[config.mk]
export PLATFORM = sky130hd
export DESIGN_NAME = lfu_cache_table_core
export DESIGN_NICKNAME = d
export VERILOG_FILES = /design/src/rtl/core/lfu_pkg.sv /design/src/rtl/core/lfu_ram.sv /design/src/rtl/core/lfu_scan.sv /design/src/rtl/core/lfu_cache_table_core.sv
export VERILOG_INCLUDE_DIRS = /design/src /design/src/rtl/core
export SDC_FILE = /design/constraint.sdc
export NUM_CORES = 2
export LEC_CHECK = 0
export BUFFER_PORTS_ARGS = -buffer_cell sky130_fd_sc_hd__buf_2
export CAP_MARGIN = 20
export CORE_ASPECT_RATIO = 1.75
export CORE_MARGIN = 1.5
export CORE_UTILIZATION = 35
export CTS_BUF_LIST = sky130_fd_sc_hd__clkbuf_8
export DETAILED_ROUTE_END_ITERATION = 6
export MAX_ROUTING_LAYER = met4
export PLACE_DENSITY = 0.49
export SLEW_MARGIN = 5
export SYNTH_ARGS = -nofsm -noshare
export SYNTH_HDL_FRONTEND = slang
export SYNTH_HIERARCHICAL = 1
export SYNTH_SLANG_ARGS = --single-unit
[constraint.sdc]
create_clock -name clock -period 32.3 [get_ports clock]
set_input_delay 4.845 -clock clock [delete_from_list [all_inputs] [get_ports clock]]
set_output_delay 4.845 -clock clock [all_outputs]
set_load 0.01 [all_outputs]
[src/rtl/core/lfu_cache_table_core_macros.svh]
// Assertion macros shared by the cache table RTL.
`ifndef LFU_CACHE_TABLE_CORE_MACROS_SVH
`define LFU_CACHE_TABLE_CORE_MACROS_SVH
`ifndef ASSERT_OFF
// Check a property on every clock edge outside reset.
`define LFU_ASSERT_PROP(lbl, clk, rst, prop, msg) \
   lbl: assert property (@(posedge clk) disable iff (rst) (prop)) else $error(msg);
// Check that a condition is followed by another in the next cycle.
`define LFU_ASSERT_NEXT(lbl, clk, rst, ante, cons, msg) \
   lbl: assert property (@(posedge clk) disable iff (rst) (ante) |=> (cons)) else $error(msg);
`else
`define LFU_ASSERT_PROP(lbl, clk, rst, prop, msg)
`define LFU_ASSERT_NEXT(lbl, clk, rst, ante, cons, msg)
`endif
`endif

[src/rtl/core/lfu_pkg.sv]
// Shared constants and types of the LFU cache table.
package lfu_pkg;

   localparam int CAPACITY = 16;
   localparam int IDX_W    = (CAPACITY > 1) ? $clog2(CAPACITY) : 1;
   localparam int CNT_W    = $clog2(CAPACITY + 1);
   localparam int DATA_W   = 32;
   localparam int USE_W    = 32;
   localparam int STAMP_W  = 64;
   localparam int CSR_W    = 5;

   localparam logic [CSR_W-1:0]  CSR_RESET = CSR_W'(16);
   localparam logic [USE_W-1:0]  USE_MAX   = '1;
   localparam logic [DATA_W-1:0] READ_MISS = '1;

   localparam logic OP_GET = 1'b0;
   localparam logic OP_PUT = 1'b1;

   // One stored cache entry (valid bits live outside the memory).
   typedef struct packed {
      logic [DATA_W-1:0]  key;
      logic [DATA_W-1:0]  value;
      logic [USE_W-1:0]   use_count;
      logic [STAMP_W-1:0] stamp;
   } entry_type;

   localparam int ENTRY_W = $bits(entry_type);

   // Outcome of one pass over the table.
   typedef struct packed {
      logic             match_found;
      logic [IDX_W-1:0] match_idx;
      entry_type        match_entry;
      logic             victim_found;
      logic [IDX_W-1:0] victim_idx;
      logic [DATA_W-1:0] victim_key;
   } scan_type;

endpackage

[src/rtl/core/lfu_ram.sv]
// Generic single-write, single-read RAM with registered read data.
module lfu_ram #(
   parameter int WIDTH  = 8,
   parameter int DEPTH  = 16,
   localparam int ADDR_W = (DEPTH > 1) ? $clog2(DEPTH) : 1
) (
   input  logic              clock,
   input  logic              wr_en,
   input  logic [ADDR_W-1:0] wr_addr,
   input  logic [WIDTH-1:0]  wr_data,
   input  logic              rd_en,
   input  logic [ADDR_W-1:0] rd_addr,
   output logic [WIDTH-1:0]  rd_data
);

   logic [WIDTH-1:0] mem_ff [DEPTH];

   // Write port
   always_ff @(posedge clock) begin
      if (wr_en) begin
         mem_ff[wr_addr] <= wr_data;
      end
   end

   // Registered read port
   always_ff @(posedge clock) begin
      if (rd_en) begin
         rd_data <= mem_ff[rd_addr];
      end
   end

endmodule

[src/rtl/core/lfu_scan.sv]
// Tracks key match and eviction victim while table entries stream past.
module lfu_scan (
   input  logic                          clock,
   input  logic                          clear,
   input  logic                          rec_valid,
   input  logic [lfu_pkg::IDX_W-1:0]     rec_idx,
   input  lfu_pkg::entry_type            rec,
   input  logic [lfu_pkg::DATA_W-1:0]    req_key,
   output lfu_pkg::scan_type             result
);
   import lfu_pkg::*;

   logic             match_found_ff, match_found_in;
   logic [IDX_W-1:0] match_idx_ff, match_idx_in;
   entry_type        match_entry_ff, match_entry_in;
   logic             victim_found_ff, victim_found_in;
   logic [IDX_W-1:0] victim_idx_ff, victim_idx_in;
   entry_type        victim_entry_ff, victim_entry_in;
   logic             rec_older;

   // Lower count wins, then the earlier stamp; strict compare keeps lowest index
   assign rec_older = {rec.use_count, rec.stamp} <
                      {victim_entry_ff.use_count, victim_entry_ff.stamp};

   always_comb begin
      match_found_in  = match_found_ff;
      match_idx_in    = match_idx_ff;
      match_entry_in  = match_entry_ff;
      victim_found_in = victim_found_ff;
      victim_idx_in   = victim_idx_ff;
      victim_entry_in = victim_entry_ff;
      if (clear) begin
         match_found_in  = 1'b0;
         victim_found_in = 1'b0;
      end else if (rec_valid) begin
         // capture the entry holding the key
         if (!match_found_ff && rec.key == req_key) begin
            match_found_in = 1'b1;
            match_idx_in   = rec_idx;
            match_entry_in = rec;
         end
         // keep the least used, least recently counted entry
         if (!victim_found_ff || rec_older) begin
            victim_found_in = 1'b1;
            victim_idx_in   = rec_idx;
            victim_entry_in = rec;
         end
      end
   end

   always_ff @(posedge clock) begin
      match_found_ff  <= match_found_in;
      match_idx_ff    <= match_idx_in;
      match_entry_ff  <= match_entry_in;
      victim_found_ff <= victim_found_in;
      victim_idx_ff   <= victim_idx_in;
      victim_entry_ff <= victim_entry_in;
   end

   assign result.match_found  = match_found_ff;
   assign result.match_idx    = match_idx_ff;
   assign result.match_entry  = match_entry_ff;
   assign result.victim_found = victim_found_ff;
   assign result.victim_idx   = victim_idx_ff;
   assign result.victim_key   = victim_entry_ff.key;

endmodule

[src/rtl/core/lfu_cache_table_core.sv]
// Top level of the LFU cache table: control sequencer around the entry memory.
//
// Request channel: a get or put (req_op, req_key, req_value) transfers at a
// clock edge with start high and busy low. busy stays high until the result.
// Result channel: rsp_valid is high for exactly one cycle with rsp_hit,
// rsp_read_value, rsp_evicted and rsp_evicted_key. The receiver cannot
// stall; the result must be taken in that cycle.
// Configuration: csr_we writes csr_wdata into the capacity register in the
// next edge; write it only while busy is low.
// Operation: every request reads all CAPACITY entries from the entry memory,
// one per cycle through its single read port, then decides in S_DECIDE.
// Hits, get misses and puts with zero capacity show the result after the
// S_SCAN, S_DRAIN and S_DECIDE states; puts of a new key pass through
// S_INSERT as well. busy falls in the result cycle, so a new request can
// transfer then, but not before the result of the last one.
// Reset: synchronous, clears valid bits, occupancy and stamp counter and
// sets capacity to 16. The memory contents need no clearing pass.
module lfu_cache_table_core (
   input  logic                        clock,
   input  logic                        reset,
   input  logic                        start,
   output logic                        busy,
   input  logic                        req_op,
   input  logic signed [31:0]          req_key,
   input  logic signed [31:0]          req_value,
   output logic                        rsp_valid,
   output logic                        rsp_hit,
   output logic signed [31:0]          rsp_read_value,
   output logic                        rsp_evicted,
   output logic signed [31:0]          rsp_evicted_key,
   input  logic                        csr_we,
   input  logic [lfu_pkg::CSR_W-1:0]   csr_wdata
);
   import lfu_pkg::*;

   `include "lfu_cache_table_core_macros.svh"

   typedef enum logic [2:0] {
      S_IDLE,
      S_SCAN,
      S_DRAIN,
      S_DECIDE,
      S_INSERT
   } state_type;

   state_type            state_ff, state_in;
   logic                 req_op_ff, req_op_in;
   logic [DATA_W-1:0]    req_key_ff, req_key_in;
   logic [DATA_W-1:0]    req_value_ff, req_value_in;
   logic [IDX_W-1:0]     rd_idx_ff, rd_idx_in;
   logic [IDX_W-1:0]     rd_tag_ff, rd_tag_in;
   logic                 rd_valid_ff, rd_valid_in;
   logic [CSR_W-1:0]     capacity_ff, capacity_in;
   logic [CAPACITY-1:0]  valid_ff, valid_in;
   logic [CNT_W-1:0]     occupancy_ff, occupancy_in;
   logic [STAMP_W-1:0]   stamp_ff, stamp_in;
   logic                 rsp_valid_ff, rsp_valid_in;
   logic                 rsp_hit_ff, rsp_hit_in;
   logic [DATA_W-1:0]    rsp_read_value_ff, rsp_read_value_in;
   logic                 rsp_evicted_ff, rsp_evicted_in;
   logic [DATA_W-1:0]    rsp_evicted_key_ff, rsp_evicted_key_in;

   logic                 mem_wr_en;
   logic [IDX_W-1:0]     mem_wr_addr;
   entry_type            mem_wr_entry;
   logic [ENTRY_W-1:0]   mem_rd_data;
   entry_type            mem_rd_entry;
   scan_type             scan;
   logic [CNT_W-1:0]     eff_cap;
   logic                 free_found;
   logic [IDX_W-1:0]     free_idx;
   entry_type            touched;
   logic                 touch_bumps;

   // Entry memory: one read per scan cycle, at most one write per request
   lfu_ram #(
      .WIDTH (ENTRY_W),
      .DEPTH (CAPACITY)
   ) u_entry_ram (
      .clock   (clock),
      .wr_en   (mem_wr_en),
      .wr_addr (mem_wr_addr),
      .wr_data (mem_wr_entry),
      .rd_en   (state_ff == S_SCAN),
      .rd_addr (rd_idx_ff),
      .rd_data (mem_rd_data)
   );

   assign mem_rd_entry = entry_type'(mem_rd_data);

   // Match and victim search over the streamed entries
   lfu_scan u_scan (
      .clock     (clock),
      .clear     (state_ff == S_IDLE),
      .rec_valid (rd_valid_ff && valid_ff[rd_tag_ff]),
      .rec_idx   (rd_tag_ff),
      .rec       (mem_rd_entry),
      .req_key   (req_key_ff),
      .result    (scan)
   );

   // Clamp the capacity register to the built size
   always_comb begin
      if (32'(capacity_ff) > CAPACITY) begin
         eff_cap = CNT_W'(CAPACITY);
      end else begin
         eff_cap = CNT_W'(capacity_ff);
      end
   end

   // Lowest free slot
   always_comb begin
      free_found = 1'b0;
      free_idx   = '0;
      for (int i = CAPACITY - 1; i >= 0; i--) begin
         if (!valid_ff[i]) begin
            free_found = 1'b1;
            free_idx   = IDX_W'(i);
         end
      end
   end

   // Updated entry on a hit: new value for put, bump count unless saturated
   always_comb begin
      touched     = scan.match_entry;
      touch_bumps = scan.match_entry.use_count != USE_MAX;
      if (req_op_ff == OP_PUT) begin
         touched.value = req_value_ff;
      end
      if (touch_bumps) begin
         touched.use_count = scan.match_entry.use_count + USE_W'(1);
         touched.stamp     = stamp_ff;
      end
   end

   // Sequencer next state
   always_comb begin
      state_in           = state_ff;
      req_op_in          = req_op_ff;
      req_key_in         = req_key_ff;
      req_value_in       = req_value_ff;
      rd_idx_in          = rd_idx_ff;
      rd_tag_in          = rd_idx_ff;
      rd_valid_in        = 1'b0;
      capacity_in        = csr_we ? csr_wdata : capacity_ff;
      valid_in           = valid_ff;
      occupancy_in       = occupancy_ff;
      stamp_in           = stamp_ff;
      rsp_valid_in       = 1'b0;
      rsp_hit_in         = rsp_hit_ff;
      rsp_read_value_in  = rsp_read_value_ff;
      rsp_evicted_in     = rsp_evicted_ff;
      rsp_evicted_key_in = rsp_evicted_key_ff;
      mem_wr_en          = 1'b0;
      mem_wr_addr        = scan.match_idx;
      mem_wr_entry       = touched;

      unique case (state_ff)
         S_IDLE: begin
            if (start) begin
               req_op_in    = req_op;
               req_key_in   = req_key;
               req_value_in = req_value;
               rd_idx_in    = '0;
               state_in     = S_SCAN;
            end
         end
         S_SCAN: begin
            // issue one read per cycle
            rd_valid_in = 1'b1;
            rd_idx_in   = rd_idx_ff + IDX_W'(1);
            if (rd_idx_ff == IDX_W'(CAPACITY - 1)) begin
               state_in = S_DRAIN;
            end
         end
         S_DRAIN: begin
            state_in = S_DECIDE;
         end
         S_DECIDE: begin
            rsp_hit_in         = scan.match_found;
            rsp_read_value_in  = READ_MISS;
            rsp_evicted_in     = 1'b0;
            rsp_evicted_key_in = '0;
            priority if (scan.match_found) begin
               // hit: write back the touched entry
               mem_wr_en = 1'b1;
               if (touch_bumps) begin
                  stamp_in = stamp_ff + STAMP_W'(1);
               end
               if (req_op_ff == OP_GET) begin
                  rsp_read_value_in = scan.match_entry.value;
               end
               rsp_valid_in = 1'b1;
               state_in     = S_IDLE;
            end else if (req_op_ff == OP_GET || eff_cap == '0) begin
               rsp_valid_in = 1'b1;
               state_in     = S_IDLE;
            end else begin
               // new key: make room if full, then insert
               if (occupancy_ff >= eff_cap && scan.victim_found) begin
                  valid_in[scan.victim_idx] = 1'b0;
                  occupancy_in              = occupancy_ff - CNT_W'(1);
                  rsp_evicted_in            = 1'b1;
                  rsp_evicted_key_in        = scan.victim_key;
               end
               state_in = S_INSERT;
            end
         end
         S_INSERT: begin
            mem_wr_addr            = free_idx;
            mem_wr_entry.key       = req_key_ff;
            mem_wr_entry.value     = req_value_ff;
            mem_wr_entry.use_count = USE_W'(1);
            mem_wr_entry.stamp     = stamp_ff;
            if (free_found) begin
               mem_wr_en          = 1'b1;
               valid_in[free_idx] = 1'b1;
               occupancy_in       = occupancy_ff + CNT_W'(1);
               stamp_in           = stamp_ff + STAMP_W'(1);
            end
            rsp_valid_in = 1'b1;
            state_in     = S_IDLE;
         end
         default: begin
            state_in = S_IDLE;
         end
      endcase
   end

   // State, table control and registered outputs
   always_ff @(posedge clock) begin
      if (reset) begin
         state_ff     <= S_IDLE;
         rd_valid_ff  <= 1'b0;
         capacity_ff  <= CSR_RESET;
         valid_ff     <= '0;
         occupancy_ff <= '0;
         stamp_ff     <= '0;
         rsp_valid_ff <= 1'b0;
      end else begin
         state_ff     <= state_in;
         rd_valid_ff  <= rd_valid_in;
         capacity_ff  <= capacity_in;
         valid_ff     <= valid_in;
         occupancy_ff <= occupancy_in;
         stamp_ff     <= stamp_in;
         rsp_valid_ff <= rsp_valid_in;
      end
      req_op_ff          <= req_op_in;
      req_key_ff         <= req_key_in;
      req_value_ff       <= req_value_in;
      rd_idx_ff          <= rd_idx_in;
      rd_tag_ff          <= rd_tag_in;
      rsp_hit_ff         <= rsp_hit_in;
      rsp_read_value_ff  <= rsp_read_value_in;
      rsp_evicted_ff     <= rsp_evicted_in;
      rsp_evicted_key_ff <= rsp_evicted_key_in;
   end

   assign busy            = state_ff != S_IDLE;
   assign rsp_valid       = rsp_valid_ff;
   assign rsp_hit         = rsp_hit_ff;
   assign rsp_read_value  = rsp_read_value_ff;
   assign rsp_evicted     = rsp_evicted_ff;
   assign rsp_evicted_key = rsp_evicted_key_ff;

   `LFU_ASSERT_NEXT(a_start_busy, clock, reset, start && !busy, busy, "accepted request did not raise busy")
   `LFU_ASSERT_PROP(a_rsp_after_work, clock, reset, rsp_valid |-> $past(busy), "result without a request in flight")
   `LFU_ASSERT_PROP(a_occ_matches, clock, reset, $countones(valid_ff) == 32'(occupancy_ff), "occupancy disagrees with valid bits")
   `LFU_ASSERT_PROP(a_evict_on_miss, clock, reset, rsp_valid && rsp_evicted |-> !rsp_hit && rsp_read_value == READ_MISS, "eviction on a hit or a get")
   `LFU_ASSERT_PROP(a_no_evict_key, clock, reset, rsp_valid && !rsp_evicted |-> rsp_evicted_key == 0, "evicted key set without eviction")

endmodule
==> summary.md <==
## Global route
- pin count of the biggest net entering global routing: 117
- aggregate global routing overflow: 0
- global-route wire length before repair: 491 mm
- overall global routing resource usage: 19.2%
- vias in the first global route: 68000
- antenna violations before repair: 19

## Logic synthesis
- proportion of synthesized chip area in sequential cells: 76.8%
- most used flip-flop cell after synthesis: edfxtp_1
- number of enable flip-flop cells after synthesis: 3151
- dominant cell type by area after synthesis: edfxtp_1
- area share of the leading cell type in the synthesized netlist: 75.2%
- Async SR Flop Fraction: 0%
- number of nets in the synthesized netlist: 6373
- Post-Syn Area per Cell: 20.3 um^2
- synthesized flop and latch total: 3252
- synth top area cells: edfxtp_1 75%, mux4_2 11%, dfxtp_1 1.6%
- count of mapped cells out of synthesis: 6192
- number of distinct library cell variants in the gate-level netlist after synthesis: 82
- warnings from Yosys: 6
- Synth top cells by count: 3151 x edfxtp_1, 600 x mux4_2, 292 x nand2_1
- most frequent cell after synthesis: edfxtp_1
- cell area after synthesis: 126000 um^2

## CTS
- clock insertion delay at the later pin of the skew report: 1100 ps
- Clk Tree Root Cell: clkbuf_8
- CTS resizes: 0
- TritonCTS clock tree: done
- # H-tree levels: 5
- number of sinks on the clock net: 3252
- buffer levels on the longest clock path: 4
- hold buffer count at CTS: 0
- clock-pin slew of the registers on the worst-case setup and hold paths: 70 ps
- Post-CTS Setup Bufs: 0
- CTS buffer count: 458

## Routing
- via density per instance: 5.35
- routed length per placed instance: 29.3 um
- Final ANT Viol Nets: 0
- remaining design rule violation count: 0
- wire length reported by the detailed router: 343 mm
- count of TritonRoute iterations in the first routing pass: 5
- violation count after the first detailed-routing iteration: 4744
- vias after detailed routing: 62500

## Worst setup path
- maximum fanout along the worst path: 7
- kind of end point of the critical path: primary output
- critical path required time: 27450 ps
- critical path class: reg -> out
- startpoint type of the worst setup path: flip-flop
- Worst Path Arrival: 2050 ps

## Power
- peak supply drop: 0.0000368 V
- pwr/cell area: 59.5 nW/um^2
- leakage power figure: 43.9 nW

## Floorplan
- Total Die Area: 363000 um^2
- vertical die dimension: 796 um
- core box area: 358000 um^2
- Initial Util: 35.1%
- Std-Cell Rows: 291
- DIE WIDTH: 456 um
- number of I/O pins: 142

## Run status
- status: finished, final reports clean

## Timing
- final hold violations: 0
- unrepaired setup endpoints after global routing: no
- part of the cycle the worst path needs: 21.4%
- final-layout setup total negative slack: 0 ps
- FMAX: 145 MHz
- Final min period: 6900 ps
- Slew HR: 20.8%
- clk_skew: 117 ps
- slew at the pin closest to its max-slew limit: 1180 ps
- Setup violations, final: 0
- max-slew violations: 0

## Place
- Cell Count Post-Placement: 10800
- Final GP Congestion: 0.807
- HPWL after detailed placement: 183 mm
- IO buf count: 141

## Cells and area
- proportion of layout cells with a drive suffix above 1: 24.0%
- Area growth syn-to-layout: 12.1%
- Final nets: 6812
- non-filler instance count after layout: 11700

## Hold path
- path category of the worst min-delay check: reg -> reg

## Flow run
- Max Cap Viol: 0

## cells by family after synthesis
logic type	count (synthesis)	share of synthesized area, %
AO/OA/AOI/OAI	610	3.57
XOR/XNOR	41	0.285
adder cells (fa/ha/maj)	107	1.07
buffers and inverters	457	1.69
flip-flops	3252	76.8
multiplexers	882	13.2
AND/OR/NAND/NOR	843	3.39
## area by class of cell
class                           instances  area [um^2]
Fill cell                           32500       217000
Sequential cell                      3252        96600
Timing Repair Buffer                  304         2180
Antenna cell                            7         17.5
Tap cell                             4688         5870
Multi-Input combinational cell       2483        27300
Clock inverter                        363         2080
Inverter                              132          503
Clock buffer                          472         6500
## state kept, by name, indices dropped and copies added (netlist names), 5 cells and up
name,count
u_scan/victim_entry_ff,96
stamp_ff,64
req_value_ff,32
req_key_ff,32
occupancy_ff,5
u_entry_ram/mem_ff,2560
capacity_ff,5
u_entry_ram/rd_data,160
u_scan/result,192
rsp_read_value,32
rsp_evicted_key,32
valid_ff,16
## cells in the final DEF, fill, tap and decap left out, types with 22 or more instances in the layout
cell type / n
edfxtp_1: 3151
mux4_2: 600
clkbuf_8: 472
nand2_1: 291
inv_1: 273
a22oi_1: 267
buf_4: 143
buf_2: 140
nor2_1: 124
mux2_2: 121
mux2_1: 119
clkinv_1: 117
ha_1: 106
dfxtp_1: 101
a21oi_1: 95
nor2b_1: 84
nand2b_1: 62
clkinv_2: 62
nand3_1: 53
nand4_1: 53
mux2i_1: 42
o21ai_0: 39
and2_1: 37
o221ai_1: 28
xnor2_1: 25
nor4_1: 22
## metal layers
layer  track usage, %  part of all wire, %
met1             21.8                   38
met2             35.5                   55
met3             2.17                  3.8
met4             5.35                  2.6
met5                -                    0
## stage by stage
step	worst slack [ps]	cell area, um^2	util, %	hold WS, ps	power, mW
finish	25400	141000	39.4	409	8.40
global route	25230	141000	39.4	424	8.70
CTS	25280	141000	39.4	414	8.52
floorplan	14280	126000	-	400	5.17
detailed placement	25010	132000	37.0	405	5.40
global placement	25070	132000	36.9	404	5.39
## power breakdown
| group | switching [mW] | leakage (nW) | internal, mW |
|---|---|---|---|
| clock network | 1.59 | 4.93 | 1.52 |
| registers | 0.0392 | 28.3 | 4.64 |
| logic | 0.357 | 10.7 | 0.252 |
| total | 1.99 | 43.9 | 6.41 |
## final timing paths
path / from / endpoint / slack (ps) / depth (start not counted)
setup / recovery: state_ff[1] / busy / 25400 / 4
hold / removal: u_entry_ram/rd_data[116] / u_scan/result[153] / 410 / 0
setup reg to reg: rd_tag_ff[0] / u_scan/result[20] / 26550 / 10
hold reg to reg: u_entry_ram/rd_data[116] / u_scan/result[153] / 410 / 0
## worst max-delay path, cell delays in order, from the launching register on
cell	delay, ps
dfxtp_1	390
nor3_1	210
buf_4	190
inv_1	40
buf_2	130
Power figures use the tool's default switching activity.
